**src/sv/iot_pkg.sv**
```systemverilog
// Shared widths, default sizes and request and reply codes for the open inode table.
package iot_pkg;

  localparam int ACT_W    = 2;
  localparam int INODE_W  = 10;
  localparam int SLOT_W   = 6;
  localparam int STATUS_W = 3;
  localparam int BLOCK_W  = 11;
  localparam int OFFSET_W = 12;
  localparam int COUNT_W  = 16;

  localparam int SLOTS_DEF           = 64;
  localparam int INODES_IN_BLOCK_DEF = 64;
  localparam int INODE_BYTES_DEF     = 64;

  typedef enum logic [ACT_W-1:0] {
    ACT_GET      = 2'd0,
    ACT_PUT      = 2'd1,
    ACT_CLEAR    = 2'd2,
    ACT_RESERVED = 2'd3
  } action_t;

  typedef enum logic [STATUS_W-1:0] {
    ST_HIT     = 3'd0,
    ST_LOAD    = 3'd1,
    ST_FULL    = 3'd2,
    ST_OPEN    = 3'd3,
    ST_WB      = 3'd4,
    ST_IGNORED = 3'd5,
    ST_CLEARED = 3'd6
  } status_t;

endpackage

```
**src/sv/iot_loc.sv**
```systemverilog
// Three-stage unit that turns an inode number into its disk block and byte offset.
module iot_loc #(
  parameter int INODES_IN_BLOCK = iot_pkg::INODES_IN_BLOCK_DEF,
  parameter int INODE_BYTES     = iot_pkg::INODE_BYTES_DEF
) (
  input  logic                          clk,
  input  logic                          rst_n,
  input  logic                          start,
  input  logic [iot_pkg::INODE_W-1:0]   inode,
  input  logic [iot_pkg::BLOCK_W-1:0]   first_block,
  output logic                          done,
  output logic [iot_pkg::BLOCK_W-1:0]   block_number,
  output logic [iot_pkg::OFFSET_W-1:0]  byte_offset
);
  import iot_pkg::*;

  // The quotient is taken by a rounded-up reciprocal; with this shift it is
  // exact for every inode number and every divisor in range.
  localparam int RECIP_SHIFT = 20;
  localparam int RECIP_W     = RECIP_SHIFT + 1;
  localparam longint RECIP   = ((64'd1 << RECIP_SHIFT) + INODES_IN_BLOCK - 1) / INODES_IN_BLOCK;
  localparam int PROD_W      = INODE_W + RECIP_W;
  localparam int QD_W        = INODE_W + 9;
  localparam int REM_W       = 9;
  localparam int OFFM_W      = REM_W + 9;

  logic [2:0]              v_r;
  logic [PROD_W-1:0]       prod_r;
  logic [INODE_W-1:0]      x1_r, x2_r;
  logic [BLOCK_W-1:0]      f1_r, f2_r;
  logic [INODE_W-1:0]      q2_r, qd2_r;
  logic [BLOCK_W-1:0]      blk_r;
  logic [OFFSET_W-1:0]     off_r;
  logic [INODE_W-1:0]      q1;
  logic [REM_W-1:0]        rem2;

  assign q1   = prod_r[RECIP_SHIFT +: INODE_W];
  assign rem2 = REM_W'(x2_r - qd2_r);

  always_ff @(posedge clk) begin
    if (!rst_n) begin
      v_r <= '0;
    end else begin
      v_r <= {v_r[1:0], start};
    end
  end

  always_ff @(posedge clk) begin
    prod_r <= PROD_W'(inode) * PROD_W'(RECIP);
    x1_r   <= inode;
    f1_r   <= first_block;
    q2_r   <= q1;
    qd2_r  <= INODE_W'(QD_W'(q1) * QD_W'(INODES_IN_BLOCK));
    x2_r   <= x1_r;
    f2_r   <= f1_r;
    blk_r  <= BLOCK_W'(BLOCK_W'(q2_r) + f2_r);
    off_r  <= OFFSET_W'(OFFM_W'(rem2) * OFFM_W'(INODE_BYTES));
  end

  assign done         = v_r[2];
  assign block_number = blk_r;
  assign byte_offset  = off_r;

endmodule

```
**src/sv/inode_open_table.sv**
```systemverilog
// Top level of the reference-counted open inode table.
//
// The table keeps SLOTS entries, each a 16-bit reference count and the
// inode number it holds, in one synchronous memory with a separate read
// and write port and a registered read; a row of per-entry flags (cleared
// all at once by reset and by a clear, so there is no clearing pass) marks
// which entries are in use. One request is handled at a time. A get walks
// the memory from entry zero, one read a cycle, stopping at the first used
// entry that holds the inode; failing that it takes the lowest free entry
// seen during the walk. A get that misses and takes a new entry, and a put
// that reports write-back, also pass through the block and offset unit.
// The request port takes the next transfer as soon as the previous request
// has left for the result register, even if that result has not yet been
// taken downstream. The first_inode_block register sits at byte address 0
// of the configuration port and should be written only while the table is
// idle.
module inode_open_table #(
  parameter int SLOTS           = iot_pkg::SLOTS_DEF,
  parameter int INODES_IN_BLOCK = iot_pkg::INODES_IN_BLOCK_DEF,
  parameter int INODE_BYTES     = iot_pkg::INODE_BYTES_DEF
) (
  input  logic        clk,
  input  logic        rst_n,
  // Request channel.
  input  logic        in_tvalid,
  output logic        in_tready,
  input  logic [15:0] in_tdata,   // inode_number[9:0], slot[15:10]
  input  logic [1:0]  in_tuser,   // action[1:0]
  // Result channel.
  output logic        out_tvalid,
  input  logic        out_tready,
  // slot_out[5:0], inode_out[15:6], block_number[26:16], byte_offset[38:27], zero[39]
  output logic [39:0] out_tdata,
  output logic [2:0]  out_tuser,  // status[2:0]
  // Configuration port.
  input  logic        cfg_psel,
  input  logic        cfg_penable,
  input  logic        cfg_pwrite,
  input  logic [2:0]  cfg_paddr,
  input  logic [31:0] cfg_pwdata,
  output logic [31:0] cfg_prdata,
  output logic        cfg_pready
);
  import iot_pkg::*;

  localparam int IDX_W = $clog2(SLOTS);
  localparam int CNT_W = $clog2(SLOTS + 1);

  localparam logic [BLOCK_W-1:0] FIRST_BLOCK_RST = 11'd3;
  localparam logic [COUNT_W-1:0] COUNT_MAX       = '1;

  typedef enum logic [4:0] {
    S_IDLE = 5'b00001,
    S_SCAN = 5'b00010,
    S_PUT  = 5'b00100,
    S_LOC  = 5'b01000,
    S_EMIT = 5'b10000
  } state_t;

  typedef struct packed {
    logic [COUNT_W-1:0] count;
    logic [INODE_W-1:0] inode;
  } entry_t;

  // Table memory.
  entry_t mem [SLOTS];
  entry_t rd_data_r;
  logic             mem_we;
  logic [IDX_W-1:0] mem_wa;
  entry_t           mem_wd;
  logic [IDX_W-1:0] mem_ra;

  state_t state_r, state_nxt;
  logic [SLOTS-1:0]    used_r, used_nxt;
  logic [BLOCK_W-1:0]  first_blk_r;
  logic [INODE_W-1:0]  req_inode_r, req_inode_nxt;
  logic [CNT_W-1:0]    scan_cnt_r, scan_cnt_nxt;
  logic                pend_r, pend_nxt;
  logic [IDX_W-1:0]    pend_idx_r, pend_idx_nxt;
  logic                free_found_r, free_found_nxt;
  logic [IDX_W-1:0]    free_idx_r, free_idx_nxt;
  logic [IDX_W-1:0]    put_idx_r, put_idx_nxt;
  logic                loc_start_r, loc_start_nxt;
  logic [STATUS_W-1:0] res_status_r, res_status_nxt;
  logic [SLOT_W-1:0]   res_slot_r, res_slot_nxt;
  logic [INODE_W-1:0]  res_inode_r, res_inode_nxt;
  logic [BLOCK_W-1:0]  res_blk_r, res_blk_nxt;
  logic [OFFSET_W-1:0] res_off_r, res_off_nxt;
  logic                out_tvalid_r, out_tvalid_nxt;
  logic [39:0]         out_tdata_r, out_tdata_nxt;
  logic [2:0]          out_tuser_r, out_tuser_nxt;

  logic [ACT_W-1:0]    in_action;
  logic [INODE_W-1:0]  in_inode;
  logic [SLOT_W-1:0]   in_slot;
  logic [IDX_W-1:0]    in_put_idx;
  logic                in_put_ok;
  logic                in_xfer;
  logic                cfg_wr;

  logic                loc_done;
  logic [BLOCK_W-1:0]  loc_blk;
  logic [OFFSET_W-1:0] loc_off;

  assign in_action  = in_tuser;
  assign in_inode   = in_tdata[INODE_W-1:0];
  assign in_slot    = in_tdata[INODE_W +: SLOT_W];
  assign in_put_idx = IDX_W'(in_slot);
  assign in_put_ok  = (int'(in_slot) < SLOTS) && used_r[in_put_idx];
  assign in_tready  = (state_r == S_IDLE);
  assign in_xfer    = in_tvalid && in_tready;

  // Register write on the access phase; only the word at address 0 exists.
  assign cfg_pready = 1'b1;
  assign cfg_wr     = cfg_psel && cfg_penable && cfg_pwrite && cfg_pready && !cfg_paddr[2];
  assign cfg_prdata = cfg_paddr[2] ? 32'd0 : 32'(first_blk_r);

  iot_loc #(
    .INODES_IN_BLOCK (INODES_IN_BLOCK),
    .INODE_BYTES     (INODE_BYTES)
  ) u_loc (
    .clk          (clk),
    .rst_n        (rst_n),
    .start        (loc_start_r),
    .inode        (res_inode_r),
    .first_block  (first_blk_r),
    .done         (loc_done),
    .block_number (loc_blk),
    .byte_offset  (loc_off)
  );

  always_comb begin
    state_nxt      = state_r;
    used_nxt       = used_r;
    req_inode_nxt  = req_inode_r;
    scan_cnt_nxt   = scan_cnt_r;
    pend_nxt       = 1'b0;
    pend_idx_nxt   = pend_idx_r;
    free_found_nxt = free_found_r;
    free_idx_nxt   = free_idx_r;
    put_idx_nxt    = put_idx_r;
    loc_start_nxt  = 1'b0;
    res_status_nxt = res_status_r;
    res_slot_nxt   = res_slot_r;
    res_inode_nxt  = res_inode_r;
    res_blk_nxt    = res_blk_r;
    res_off_nxt    = res_off_r;
    out_tvalid_nxt = out_tvalid_r && !out_tready;
    out_tdata_nxt  = out_tdata_r;
    out_tuser_nxt  = out_tuser_r;
    mem_we         = 1'b0;
    mem_wa         = pend_idx_r;
    mem_wd         = rd_data_r;
    mem_ra         = scan_cnt_r[IDX_W-1:0];

    case (state_r)
      S_IDLE: begin
        mem_ra      = in_put_idx;
        res_blk_nxt = '0;
        res_off_nxt = '0;
        if (in_xfer) begin
          case (in_action)
            ACT_GET: begin
              req_inode_nxt  = in_inode;
              scan_cnt_nxt   = '0;
              free_found_nxt = 1'b0;
              state_nxt      = S_SCAN;
            end
            ACT_PUT: begin
              if (in_put_ok) begin
                put_idx_nxt = in_put_idx;
                state_nxt   = S_PUT;
              end else begin
                res_status_nxt = ST_IGNORED;
                res_slot_nxt   = in_slot;
                res_inode_nxt  = '0;
                state_nxt      = S_EMIT;
              end
            end
            ACT_CLEAR: begin
              used_nxt       = '0;
              res_status_nxt = ST_CLEARED;
              res_slot_nxt   = '0;
              res_inode_nxt  = '0;
              state_nxt      = S_EMIT;
            end
            default: begin
              res_status_nxt = ST_IGNORED;
              res_slot_nxt   = '0;
              res_inode_nxt  = '0;
              state_nxt      = S_EMIT;
            end
          endcase
        end
      end

      S_SCAN: begin
        // Issue the next read while the previous entry's data is checked.
        if (scan_cnt_r < CNT_W'(SLOTS)) begin
          pend_nxt     = 1'b1;
          pend_idx_nxt = scan_cnt_r[IDX_W-1:0];
          scan_cnt_nxt = scan_cnt_r + 1'b1;
        end
        if (pend_r) begin
          if (used_r[pend_idx_r] && rd_data_r.inode == req_inode_r) begin
            mem_we       = 1'b1;
            mem_wa       = pend_idx_r;
            mem_wd.inode = rd_data_r.inode;
            mem_wd.count = (rd_data_r.count == COUNT_MAX) ? COUNT_MAX
                                                          : rd_data_r.count + 1'b1;
            res_status_nxt = ST_HIT;
            res_slot_nxt   = SLOT_W'(pend_idx_r);
            res_inode_nxt  = req_inode_r;
            pend_nxt       = 1'b0;
            state_nxt      = S_EMIT;
          end else begin
            if (!used_r[pend_idx_r] && !free_found_r) begin
              free_found_nxt = 1'b1;
              free_idx_nxt   = pend_idx_r;
            end
            if (pend_idx_r == IDX_W'(SLOTS - 1)) begin
              pend_nxt      = 1'b0;
              res_inode_nxt = req_inode_r;
              if (free_found_nxt) begin
                mem_we           = 1'b1;
                mem_wa           = free_idx_nxt;
                mem_wd.inode     = req_inode_r;
                mem_wd.count     = COUNT_W'(1);
                used_nxt[free_idx_nxt] = 1'b1;
                res_status_nxt   = ST_LOAD;
                res_slot_nxt     = SLOT_W'(free_idx_nxt);
                loc_start_nxt    = 1'b1;
                state_nxt        = S_LOC;
              end else begin
                res_status_nxt = ST_FULL;
                res_slot_nxt   = '0;
                state_nxt      = S_EMIT;
              end
            end
          end
        end
      end

      S_PUT: begin
        // The entry was read at the request transfer; count it down here.
        mem_we        = 1'b1;
        mem_wa        = put_idx_r;
        mem_wd.inode  = rd_data_r.inode;
        mem_wd.count  = rd_data_r.count - 1'b1;
        res_slot_nxt  = SLOT_W'(put_idx_r);
        res_inode_nxt = rd_data_r.inode;
        if (rd_data_r.count == COUNT_W'(1)) begin
          used_nxt[put_idx_r] = 1'b0;
          res_status_nxt      = ST_WB;
          loc_start_nxt       = 1'b1;
          state_nxt           = S_LOC;
        end else begin
          res_status_nxt = ST_OPEN;
          state_nxt      = S_EMIT;
        end
      end

      S_LOC: begin
        if (loc_done) begin
          res_blk_nxt = loc_blk;
          res_off_nxt = loc_off;
          state_nxt   = S_EMIT;
        end
      end

      S_EMIT: begin
        if (!out_tvalid_r || out_tready) begin
          out_tvalid_nxt = 1'b1;
          out_tuser_nxt  = res_status_r;
          out_tdata_nxt  = {1'b0, res_off_r, res_blk_r, res_inode_r, res_slot_r};
          state_nxt      = S_IDLE;
        end
      end

      default: begin
        state_nxt = S_IDLE;
      end
    endcase
  end

  always_ff @(posedge clk) begin
    if (mem_we) begin
      mem[mem_wa] <= mem_wd;
    end
    rd_data_r <= mem[mem_ra];
  end

  always_ff @(posedge clk) begin
    if (!rst_n) begin
      state_r      <= S_IDLE;
      used_r       <= '0;
      first_blk_r  <= FIRST_BLOCK_RST;
      pend_r       <= 1'b0;
      loc_start_r  <= 1'b0;
      out_tvalid_r <= 1'b0;
    end else begin
      state_r      <= state_nxt;
      used_r       <= used_nxt;
      pend_r       <= pend_nxt;
      loc_start_r  <= loc_start_nxt;
      out_tvalid_r <= out_tvalid_nxt;
      if (cfg_wr) begin
        first_blk_r <= cfg_pwdata[BLOCK_W-1:0];
      end
    end
  end

  always_ff @(posedge clk) begin
    req_inode_r  <= req_inode_nxt;
    scan_cnt_r   <= scan_cnt_nxt;
    pend_idx_r   <= pend_idx_nxt;
    free_found_r <= free_found_nxt;
    free_idx_r   <= free_idx_nxt;
    put_idx_r    <= put_idx_nxt;
    res_status_r <= res_status_nxt;
    res_slot_r   <= res_slot_nxt;
    res_inode_r  <= res_inode_nxt;
    res_blk_r    <= res_blk_nxt;
    res_off_r    <= res_off_nxt;
    out_tdata_r  <= out_tdata_nxt;
    out_tuser_r  <= out_tuser_nxt;
  end

  assign out_tvalid = out_tvalid_r;
  assign out_tdata  = out_tdata_r;
  assign out_tuser  = out_tuser_r;

endmodule
```
**config.mk**
```make
export PLATFORM = sky130hd
export DESIGN_NAME = inode_open_table
export DESIGN_NICKNAME = d
export VERILOG_FILES = /design/src/sv/iot_pkg.sv /design/src/sv/iot_loc.sv /design/src/sv/inode_open_table.sv
export SDC_FILE = /design/constraint.sdc
export NUM_CORES = 2
export LEC_CHECK = 0
export BUFFER_PORTS_ARGS = -buffer_cell sky130_fd_sc_hd__buf_2
export CAP_MARGIN = 10
export CORE_MARGIN = 5
export CORE_UTILIZATION = 50
export DETAILED_ROUTE_END_ITERATION = 10
export MAX_ROUTING_LAYER = met4
export PLACE_DENSITY = 0.66
export SYNTH_ARGS = -nofsm -noshare
export SYNTH_HDL_FRONTEND = slang
export SYNTH_SLANG_ARGS = --single-unit
```
**constraint.sdc**
```tcl
create_clock -name clk -period 6 [get_ports clk]
set_input_delay 1.2 -clock clk [delete_from_list [all_inputs] [get_ports clk]]
set_output_delay 1.2 -clock clk [all_outputs]
set_load 0.005 [all_outputs]
```
======== Word-level counts from Yosys, hierarchy flattened ========
Memories as Yosys holds them, arrays and structs flattened. A register that Yosys moved wholly into a read port is not among the register bits.
Index checks and enable logic that the tools add are counted.
storage, ports and cells
  memory bits (writable) .................. 1,664
  input port bits ......................... 60
  output and inout port bits .............. 78
  register bits after elaboration ......... 265
  word-level logic and storage cells ...... 202
  memories kept ........................... 1
memories
  name  depth  width  rd ports  clocked after memory_dff  write ports  line                    source
  mem   64     26     1         1                         1            inode_open_table.sv:66  entry_t mem [SLOTS];
cells by class
  bitwise gates (word level) .............. 4
  add/sub/neg operators ................... 5
  multiplexer cells ....................... 102
  order comparisons ....................... 7
  reductions and logical operators ........ 31
  equal/unequal tests ..................... 25
operators with widths
  operator                                                                       count
  64-bit 2-to-1 mux                                                              7
  64-bit one-hot mux with 3 select lines                                         1
  26-bit 2-to-1 mux                                                              4
  6-bit 2-to-1 mux                                                               15
  64-bit bitwise AND                                                             1
  64-bit NOT                                                                     1
  64-bit bitwise OR                                                              1
  26-bit one-hot mux with 2 select lines                                         1
  10-bit 2-to-1 mux                                                              5
  5-bit 2-to-1 mux                                                               9
  10-bit one-hot mux with 3 select lines                                         1
  6-bit by 7-bit less-than comparator with 1-bit output (second input constant)  4
  1-bit 2-to-1 mux                                                               27
  5-bit one-hot mux with 5 select lines                                          1
  12-bit one-hot mux with 2 select lines                                         1
  6-bit one-hot mux with 2 select lines                                          2
  11-bit 2-to-1 mux                                                              2
  11-bit one-hot mux with 2 select lines                                         1
  7-bit 2-to-1 mux                                                               3
  10-bit one-hot mux with 2 select lines                                         1
  3-bit 2-to-1 mux                                                               6
  3-bit one-hot mux with 3 select lines                                          2
  6-bit one-hot mux with 3 select lines                                          1
  16-bit by 1-bit adder with 16-bit output (second input constant)               1
  41 further kinds                                                               76

======== Logic depth before layout (Yosys ltp) ========
  depth after elaboration ................. 18
  depth in mapped cells ................... 13
  gate-level depth less buffers ........... 9

======== Modules after synthesis ========
Synthesis repeated with hierarchy kept, for this count alone.
unflattened totals
  cell total of the unflattened synthesis .. 3,979
  area, all modules ....................... 77,130.2 um^2
by module, submodules not included
  module            area each (um^2)  seq. area each (um^2)  instances  cells each
  inode_open_table  75,504.9          55,753.5               1          3,867
  iot_loc           1,625.3           1,241.2                1          112

======== Worst setup path after synthesis ========
No wires, ideal clock.
  path kind ............................... reg2reg
  start point ............................. register pend_idx_r[0]
  end point ............................... memory mem[0][20] in the netlist's numbering, data pin
  setup slack ............................. 0.617 ns
  clock period less this slack ............ 5.383 ns
  data required time ...................... 5.298 ns
  stages on the path, launching flop included .. 12
  arrival ................................. 4.681 ns
  library setup time ...................... 0.702 ns
  path buffers ............................ 3
  cells stage by stage .................... edfxtp_1 -> buf_6 -> buf_6 -> buf_6 -> mux2i_1 -> o221a_2 -> o2111a_1 -> nor2_2 -> o21ai_2 -> a21oi_1 -> a211oi_1 -> o21ai_0
RTL lines
  what                      line                     source
  start: declaration        inode_open_table.sv:79   logic [IDX_W-1:0] pend_idx_r, pend_idx_nxt;
  start signal: assignment  inode_open_table.sv:316  pend_idx_r <= pend_idx_nxt;
  end: declaration          inode_open_table.sv:66

======== Final worst setup path ========
  start point ............................. register pend_idx_r[1]
  end point ............................... memory mem[56][8] in the netlist's numbering, enable pin
on the way
  longest elaborated chain between the ends .. 15
  elaborated cells between the ends (all ways) .. 26
  classes of those cells .................. 1 x eq/ne; 22 x mux; 3 x reduce/logical
RTL lines
  what                                       line                                              source
  1-bit binary-select mux with 6-bit select  inode_open_table.sv:205, inode_open_table.sv:217
  1-bit 2-to-1 mux (implied by the code)     inode_open_table.sv:205, inode_open_table.sv:217
  1-bit logical NOT                          inode_open_table.sv:217                           if (!used_r[pend_idx_r] && !free_found_r) begin
  1-bit logical AND                          inode_open_table.sv:217
  1-bit 2-to-1 mux                           inode_open_table.sv:217
  1-bit 2-to-1 mux                           inode_open_table.sv:205                           if (used_r[pend_idx_r] && rd_data_r.inode == req_inode_r) begin
  1-bit 2-to-1 mux                           inode_open_table.sv:204                           if (pend_r) begin
  1-bit 2-to-1 mux                           inode_open_table.sv:156                           case (state_r)
  1-bit 2-to-1 mux                           inode_open_table.sv:224                           if (free_found_nxt) begin
  1-bit 2-to-1 mux                           inode_open_table.sv:221                           if (pend_idx_r == IDX_W'(SLOTS - 1)) begin
  1-bit 2-to-1 mux                           inode_open_table.sv:205
  1-bit 2-to-1 mux                           inode_open_table.sv:204
  1-bit one-hot mux with 2 select lines      inode_open_table.sv:156
  1-bit 2-to-1 mux                           inode_open_table.sv:287                           if (mem_we) begin
  1-bit 2-to-1 mux (implied by the code)     inode_open_table.sv:288                           mem[mem_wa] <= mem_wd;
Parallel ways exist; a longest one is shown, timed or not. The select of a mux whose other input is x is not followed.

==> summary.txt <==
Setup path
  – Reg-to-reg slack, setup: 820 ps
  – Crit path top cell by count: buf_4
  – Crit. Startpoint: pend_idx_r[1]$_DFFE_PP_
  – Reg-to-Reg End: mem[56][8]$_DFFE_PP_
  – Critical path class: flop to flop
  – CP arrival: 5640 ps
  – Worst Setup End Kind: flop
  – Max stage delay on crit path: 900 ps
  – Critical Path RT: 6460 ps
  – CP max FO: 26
  – R2R cell count: 10
  – RR Startpoint: pend_idx_r[1]$_DFFE_PP_
  – Critical Path Sink: mem[56][8]$_DFFE_PP_
  – Startpoint types: flop
  – CP max-delay cell: edfxtp_1
  – Worst path cell trace: buf_4, nand2b_1, o22ai_1, o21bai_1, nand3_2, a211oi_2, o21ai_0, and3b_1, nor3b_2, buf_4

Global route
  – Grt total ovfl: 0
  – GR Util All Layers: 25.5%
  – Largest net degree at the start of global routing: 105
  – Vias in the first global route: 43988
  – Antenna violations before repair: 8
  – First-pass GRT wire length: 298000 um

Routing
  – Drt wl/cell: 28.3 um
  – Vias: 45191
  – 1st-pass router iterations: 6
  – Detailed Route Iter0 Violations: 5752
  – # DRC: 0
  – DR vias/cell: 6.32
  – Antenna-violating nets left: 0
  – Total wire length: 202000 um

Timing
  – Worst slew pin tran: 1260 ps
  – Final hold vios: 0
  – Slew headroom: 15.5%
  – Final Max Tran Viols: 0
  – Setup TNS: 0 ps
  – Peak Freq: 193 MHz
  – Hold WS: 310 ps
  – Post-layout min period: 5180 ps
  – RSZ-0062 raised after global routing: false
  – Fin crit share: 86.3%
  – Final setup vio count: 0
  – Final Skew: 55.9 ps

Synth
  – Post-synth top cells: edfxtp_1 (1772), nand2_1 (737), a21oi_1 (276)
  – Largest cells by area after synthesis: edfxtp_1 (69%), mux4_2 (6.9%), dfxtp_1 (4.4%)
  – Synth Warn #: 0
  – Most common cell in the synthesized netlist: edfxtp_1
  – Syn Std Cell Area: 77700 um^2
  – Cell variety after synth: 98
  – Mapped Cells: 4748
  – Register bit total from synthesis: 1943
  – Seq/Total Area, Yosys: 72.9%
  – Share of the synthesized area in the top cell type: 68.5%
  – Post-synth top area cell: edfxtp_1
  – Post-synth EDFFs: 1772
  – Synth Area per Inst: 16.4 um^2
  – Post-synth top flop: edfxtp_1
  – Fraction of registers with async set/reset: 0%

Clock network
  – CTS tree: built
  – CTS buffer count: 191
  – Clock Latency Late Sink: 860 ps
  – CTS Sinks: 1943
  – CTS max path bufs: 3
  – Hold Buf Count CTS: 0
  – Clock transition at path regs: 70 ps
  – Post-CTS Resized: 0
  – H-tree lvl count: 4
  – Post-CTS Setup Bufs: 0
  – CTS Root Cell: clkbuf_16

Placed design
  – Placed Cells incl. Taps: 6786
  – DP Wirelength: 117000 um
  – GPL Wtd Cong: 0.891
  – IO Port Bufs: 85

Die
  – Die width: 404 um
  – CORE AREA: 154000 um^2
  – Die area: 163000 um^2
  – Initial Utilization: 50.4%
  – Chip Height: 404 um
  – FP Rows: 144
  – I/O pin total: 138

Run
  – Number of max-cap violations: 0

Final layout
  – Area grow syn2layout: 13.6%
  – Post-Layout Cell Count: 7153
  – Nets: 5004
  – Fraction of layout instances using a drive strength above 1: 19.8%

Power and ir drop
  – Max IR drop VDD: 0.000407 V
  – Leak: 29.2 nW
  – Pwr Density: 448 nW/um^2

Outcome
  – Status: completed

Min path
  – HP Class: flop to flop
[power by group]
group          internal, W  switching (W)  leakage, nW
Combinational      0.00316        0.00704         8.59
Clock              0.00693        0.00519         3.14
Sequential          0.0169       0.000303         17.4
Total               0.0270         0.0125         29.2
[cells by family after synthesis]
logic type / Yosys count / share of synthesized area, %
flip-flops: 1943 / 72.9
multiplexers: 483 / 10.1
AND/OR/NAND/NOR: 1136 / 6.78
AO/OA/AOI/OAI: 796 / 7.61
XOR/XNOR: 25 / 0.282
buffers and inverters: 354 / 2.12
other: 2 / 0.00967
adder cells (fa/ha/maj): 9 / 0.155
[worst min-delay path by stage]
stage | end | cells after the start | slack, ps | start
5_1_grt | u_loc.f2_r[7]$_DFF_P_ | 0 | 310 | u_loc.f1_r[7]$_DFF_P_
3_3_place_gp | u_loc.x2_r[3]$_DFF_P_ | 0 | 310 | u_loc.prod_r[17]$_DFF_P_
4_1_cts | u_loc.f2_r[7]$_DFF_P_ | 0 | 310 | u_loc.f1_r[7]$_DFF_P_
2_1_floorplan | u_loc.byte_offset[10]$_DFF_P_ | 0 | 310 | u_loc.x2_r[4]$_DFF_P_
3_5_place_dp | u_loc.q2_r[1]$_DFF_P_ | 0 | 310 | u_loc.prod_r[21]$_DFF_P_
6_report | u_loc.f2_r[7]$_DFF_P_ | 0 | 310 | u_loc.f1_r[7]$_DFF_P_
[area by class of cell]
class                           count  area [um^2]
Tap cell                         2044         2560
Sequential cell                  1943        56600
Inverter                           21         78.8
Timing Repair Buffer              300         2490
Antenna cell                        7         17.5
Multi-Input combinational cell   2478        20000
Clock buffer                      248         5210
Clock inverter                    112         1270
Fill cell                       11627        66000
[through the flow]
step           area, um^2  power [W]  worst slack [ps]  util (%)
6_report            88200     0.0395               821      57.2
5_1_grt             88200     0.0409               631      57.2
4_1_cts             88200     0.0396               872      57.2
3_5_place_dp        81700     0.0276               925      53.0
3_3_place_gp        81700     0.0274              1040      53.0
2_1_floorplan       77800     0.0234               617         -
[sequential cells by signal, indices dropped and copies added (netlist names), 11 cells and up]
signal              cells
u_loc.f1_r             11
first_blk_r            11
used_r                 64
u_loc.f2_r             11
res_blk_r              11
rd_data_r              26
mem                  1664
out_tdata              33
u_loc.block_number     11
[worst max-delay path: cells and delay by family, from the launching register on]
| kind | cells | cell delay, ps |
|---|---|---|
| flops | 1 | 900 |
| simple gates | 4 | 1230 |
| compound gates | 4 | 1870 |
| buf+inv | 2 | 760 |
[per-layer routing]
metal	up-vias	GRT usage, %	part of all wire [%]
li1	19229	-	-
met1	23436	34.7	40
met2	2187	39.3	47
met3	339	4.70	9.1
met4	0	8.34	3.4
met5	-	-	0
[cell usage in the layout (no fill, tap or decap), types with 35 or more instances in the layout]
cell type,instances
edfxtp_1,1772
buf_12,36
nor2_1,47
clkinv_2,36
nand2_1,733
a31oi_1,48
mux4_2,239
dfxtp_1,171
a21oi_1,275
a32oi_1,209
buf_2,85
buf_4,179
mux2i_1,223
clkbuf_16,194
nor3b_1,54
a311oi_1,104
nand3_1,35
clkbuf_1,39
No activity file was read; power rests on OpenSTA's default activity.
